==> src/hw/rtl/rodrigues_rotate_with_matrix_defines.svh <==
// assertion macros used by the top-level rtl file
`ifndef RODRIGUES_ROTATE_WITH_MATRIX_DEFINES_SVH
`define RODRIGUES_ROTATE_WITH_MATRIX_DEFINES_SVH

// same-cycle implication, checked out of reset
`define RRM_ASSERT_NOW(label, ante, cons, msg) \
    label: assert property (@(posedge clk) disable iff (!rst_n) (ante) |-> (cons)) \
        else $error(msg);

// next-cycle implication, checked out of reset
`define RRM_ASSERT_NEXT(label, ante, cons, msg) \
    label: assert property (@(posedge clk) disable iff (!rst_n) (ante) |=> (cons)) \
        else $error(msg);

`endif

==> src/hw/rtl/rrm_pkg.sv <==
package rrm_pkg;

    localparam int FRONT_LAT = 2;
    localparam int SQRT_LAT  = 32;
    localparam int DIV_LAT   = 31;
    localparam int COR_LAT   = 34;
    localparam int MAT_LAT   = 5;
    localparam int LAT       = FRONT_LAT + SQRT_LAT + COR_LAT + MAT_LAT;
    localparam int COR_STEPS = 30;
    localparam int COR_W     = 34;

    localparam logic signed [31:0] ONE_Q30    = 32'sd1073741824;
    localparam logic signed [COR_W-1:0] ONE_C = 34'sd1073741824;
    localparam logic signed [COR_W-1:0] GAIN_C = 34'sd652032874;
    localparam logic [31:0] TWO_PI_U          = 32'd1686629713;
    localparam logic signed [32:0] TWO_PI_S   = 33'sd1686629713;
    localparam logic signed [32:0] PI_S       = 33'sd843314857;
    localparam logic signed [32:0] HALF_PI_S  = 33'sd421657428;

    // arctangent of 2^-i in q2.30
    function automatic logic signed [COR_W-1:0] atan_q30(input int i);
        logic signed [COR_W-1:0] t;
        unique case (i)
            0: t = 34'sd843314857;
            1: t = 34'sd497837829;
            2: t = 34'sd263043837;
            3: t = 34'sd133525159;
            4: t = 34'sd67021687;
            5: t = 34'sd33543516;
            6: t = 34'sd16775851;
            7: t = 34'sd8388437;
            8: t = 34'sd4194283;
            9: t = 34'sd2097149;
            default: t = $signed({{(COR_W-1){1'b0}}, 1'b1} << (30 - i));
        endcase
        return t;
    endfunction

    // q2.30 product, rounded half up
    function automatic logic signed [33:0] mulq(input logic signed [32:0] a,
                                                input logic signed [32:0] b);
        logic signed [65:0] p;
        p = 66'(a) * 66'(b);
        p = p + 66'sd536870912;
        return 34'(p >>> 30);
    endfunction

endpackage

==> src/hw/rtl/rrm_isqrt.sv <==
module rrm_isqrt
    import rrm_pkg::*;
(
    input  logic        clk,
    input  logic        en,
    input  logic [63:0] radicand,
    output logic [31:0] root
);

    logic [63:0] n_reg [SQRT_LAT];
    logic [63:0] r_reg [SQRT_LAT];

    // one result bit per stage, msb first
    for (genvar s = 0; s < SQRT_LAT; s++) begin : g_step
        localparam int B = 2 * (SQRT_LAT - 1 - s);
        logic [63:0] n_in;
        logic [63:0] r_in;
        logic [63:0] bitv;
        logic [63:0] trial;

        if (s == 0) begin : g_first
            assign n_in = radicand;
            assign r_in = '0;
        end
        else begin : g_rest
            assign n_in = n_reg[s-1];
            assign r_in = r_reg[s-1];
        end

        assign bitv  = 64'd1 << B;
        assign trial = r_in + bitv;

        always_ff @(posedge clk)
        begin
            if (en)
            begin
                if (n_in >= trial)
                begin
                    n_reg[s] <= n_in - trial;
                    r_reg[s] <= (r_in >> 1) + bitv;
                end
                else
                begin
                    n_reg[s] <= n_in;
                    r_reg[s] <= r_in >> 1;
                end
            end
        end
    end

    assign root = r_reg[SQRT_LAT-1][31:0];

endmodule

==> config.mk <==
export PLATFORM = sky130hd
export DESIGN_NAME = rrm_isqrt
export DESIGN_NICKNAME = d
export VERILOG_FILES = /design/src/hw/rtl/rodrigues_rotate_with_matrix_defines.svh /design/src/hw/rtl/rrm_pkg.sv /design/src/hw/rtl/rrm_isqrt.sv
export SDC_FILE = /design/constraint.sdc
export NUM_CORES = 2
export LEC_CHECK = 0
export ABC_AREA = 0
export BUFFER_PORTS_ARGS = -buffer_cell sky130_fd_sc_hd__buf_2
export CAP_MARGIN = 0
export CORE_MARGIN = 2
export CORE_UTILIZATION = 60
export DETAILED_ROUTE_END_ITERATION = 7
export PLACE_DENSITY = 0.82
export SYNTH_ARGS = -nofsm -noshare
export SYNTH_HDL_FRONTEND = slang
export SYNTH_SLANG_ARGS = --single-unit
==> constraint.sdc <==
create_clock -name clk -period 7.1 [get_ports clk]
set_input_delay 1.775 -clock clk [delete_from_list [all_inputs] [get_ports clk]]
set_output_delay 1.775 -clock clk [all_outputs]
set_load 0.05 [all_outputs]
==> run summary <==
Internal - 0.0307 W
# resized after CTS - 0
Max-cap violations - 0
Clk Latency, worst-skew pair - 0.94 ns
number of synthesized flops with an enable pin - 2,512
CTS Hold Bufs - 0
Max FO, Critical Path - 52
unrepaired setup endpoints after global routing - no
Sw Ratio - 30.2%
Max Clk Rate - 0.206 GHz
clock share of power - 31.9%
Nets - 10,800
Die Wd - 455 um
WL met3 - 30,800 um
Sink Count - 2,512
final core occ - 66.5%
Worst VDD drop - 0.000275 V
final period utilization - 68.5%
Yosys reg bits - 2,512
Synth area leader - edfxtp_1
Initial DRC Count - 9,822
Worst setup SP type - flip-flop
largest net degree at the start of global routing - 193
Sequential cell area - 75,400 um2
# port buffers - 97
postcts setup bufs - 0
async set-reset flop share out of synthesis - 0%
WL final - 314,000 um
Synth cell types - 86
Hold WC Path Type - reg -> reg
run status - finished, final reports clean
first-pass GRT wire length - 475,000 um
most frequent cells in the layout - edfxtp_1 (2,512), nand2_1 (809), inv_1 (678), o21ai_0 (601), ha_1 (558)
Worst setup EP type - flip-flop
clock-pin slew on the worst setup and hold paths - 0.06 ns
area grow syn2layout - 10.1%
Starting Density - 60.4%
via count - 82,700
fin. max-slew vios - 0
routability cong. - 0.967
Synth Flop Type - edfxtp_1
Min Hold Slack - 0.417 ns
Synth top area share - 61.8%
Mapped Cells - 9,960
maximum clock insertion buffer count - 4
Mean Syn Cell Area - 12.3 um2
clk_skew - 0.0749 ns
drt via density - 6.34
critical path class - reg -> reg
leakage - 49.9 nW
part of the power in combinational logic - 21.0%
CTS H-tree depth - 5
Inserted Clock Buffers - 280
sequential cell area fraction in the yosys report - 61.8%
row count - 165
Fill cells - 14,100
Final Hold Fails - 0
grt total ovfl - 0
Wirelength per Cell - 24.1 um
top sig layer - met5
worst slew pin tran - 1.33 ns
GRT Util Overall - 30.1%
Worst slew margin - 10.8%
share of cells above drive strength 1 - 6.67%
TritonCTS clock tree - yes
DR WL met2 - 142,000 um
Setup violations, final - 0
Sequential Power Share - 47.1%
critical path arrival - 5.51 ns
Final TNS setup - 0 ns
yosys synthesis warning count - 0
DIE HEIGHT - 455 um
I/O pins - 98
Core ar. - 202,000 um2
CP Data Required Time - 7.75 ns
Clock Root Buffer - clkbuf_16
detailed-route DRC error count - 0
power per cell area - 327 nW/um2
Synth Cell Area - 122,000 um2
Place WS - 1.97 ns
Antenna Violating Nets Remaining - 0
Syn Nets - 10,600
HPWL after DPL - 231,000 um
most common cell after layout, fill and taps aside - edfxtp_1
max reg flops - 1,984
final worst setup slack - 2.24 ns
top post-synthesis cells by area - edfxtp_1 (62%), ha_1 (5.7%), xor2_1 (3.3%)
DIE AREA - 207,000 um2
antenna violations before repair - 10
area of the multi-input gates - 43,400 um2
M1 WL - 131,000 um
sw power - 0.0133 W
number of global-route vias before repair - 79,300
fin crit period - 4.86 ns
drt first pass iters - 6
==> worst paths after layout <==
| path | start | to | slack (ns) | depth (start not counted) |
|---|---|---|---|---|
| max | r_reg[1][774] | n_reg[1][863] | 2.24 | 11 |
| min | n_reg[0][477] | n_reg[0][541] | 0.42 | 0 |
| max reg2reg | r_reg[1][774] | n_reg[1][863] | 2.24 | 11 |
| min reg2reg | n_reg[0][477] | n_reg[0][541] | 0.42 | 0 |
==> cell families (layout without fill, tap and decap cells) <==
| group | after synthesis | count (layout) | share of synthesized area [%] |
|---|---|---|---|
| AOI/OAI and AO/OA | 1867 | 1867 | 9.37 |
| xor gates and xnor gates | 893 | 893 | 6.40 |
| adders and majority gates | 558 | 558 | 5.72 |
| and+or+nand+nor | 3163 | 3163 | 13.4 |
| DFF | 2512 | 2512 | 61.8 |
| other | 0 | 2 | 0 |
| muxes | 53 | 53 | 0.478 |
| buffers and inverters | 914 | 1313 | 2.84 |
==> metal layers <==
layer	up-vias	track usage, %
met2	4018	46.7
li1	37800	-
met5	-	0
met4	6	9.41
met3	688	6.23
met1	40100	42.8
==> worst max-delay path: stages (launching register included) <==
cell and delay [ns]:
edfxtp_1 0.40, inv_1 0.07, ha_1 0.35, nor2b_1 0.16, o21ai_0 0.15, nand2b_1 0.15, a221oi_1 0.83, o41a_1 0.43
o21bai_1 0.26, a21oi_4 1.02, inv_1 0.37, a21oi_1 0.42
==> power groups by stage <==
stage                     clock network (W)  logic (W)  registers (W)
after floorplan                           0    0.00680         0.0200
after global placement                    0    0.00883         0.0208
after detailed placement                  0    0.00898         0.0209
after CTS                            0.0142    0.00909         0.0206
after global routing                 0.0147     0.0102         0.0208
final                                0.0140    0.00925         0.0207
==> Yosys cell counts, types with 52 or more instances <==
master    number
edfxtp_1    2512
nand2b_1     117
nor2b_1       70
inv_1        679
ha_1         558
or3_1        102
a31oi_1       56
nor3_1       293
nor2_1       553
o21a_1        90
or4_1         99
nand2_1      809
xnor2_1      436
nor4_1       388
nand4_1      195
a211oi_1      54
nand3_1      180
or2_2         53
a21oi_1      509
clkbuf_1     198
xor2_1       457
a21o_1       212
o21ai_0      601
nor4b_1       52
==> cell type report <==
type	instances	share of cell area (%)
Inverter	679	1.89
Tap cell	2672	2.49
Clock buffer	334	5.47
Antenna cell	2	0.00372
Clock inverter	138	1.03
Sequential cell	2512	56.1
Timing Repair Buffer	162	0.800
Multi-Input combinational cell	6534	32.2
==> per-stage QoR <==
| step | area (um2) | total power (W) | std cells |
|---|---|---|---|
| CTS | 135000 | 0.0439 | 13000 |
| detailed placement | 126000 | 0.0298 | 12600 |
| global placement | 126000 | 0.0297 | 12600 |
| floorplan | 122000 | 0.0268 | 9960 |
| finish | 135000 | 0.0440 | 13000 |
| global route | 135000 | 0.0457 | 13000 |
(Power assumes the default switching activity.)
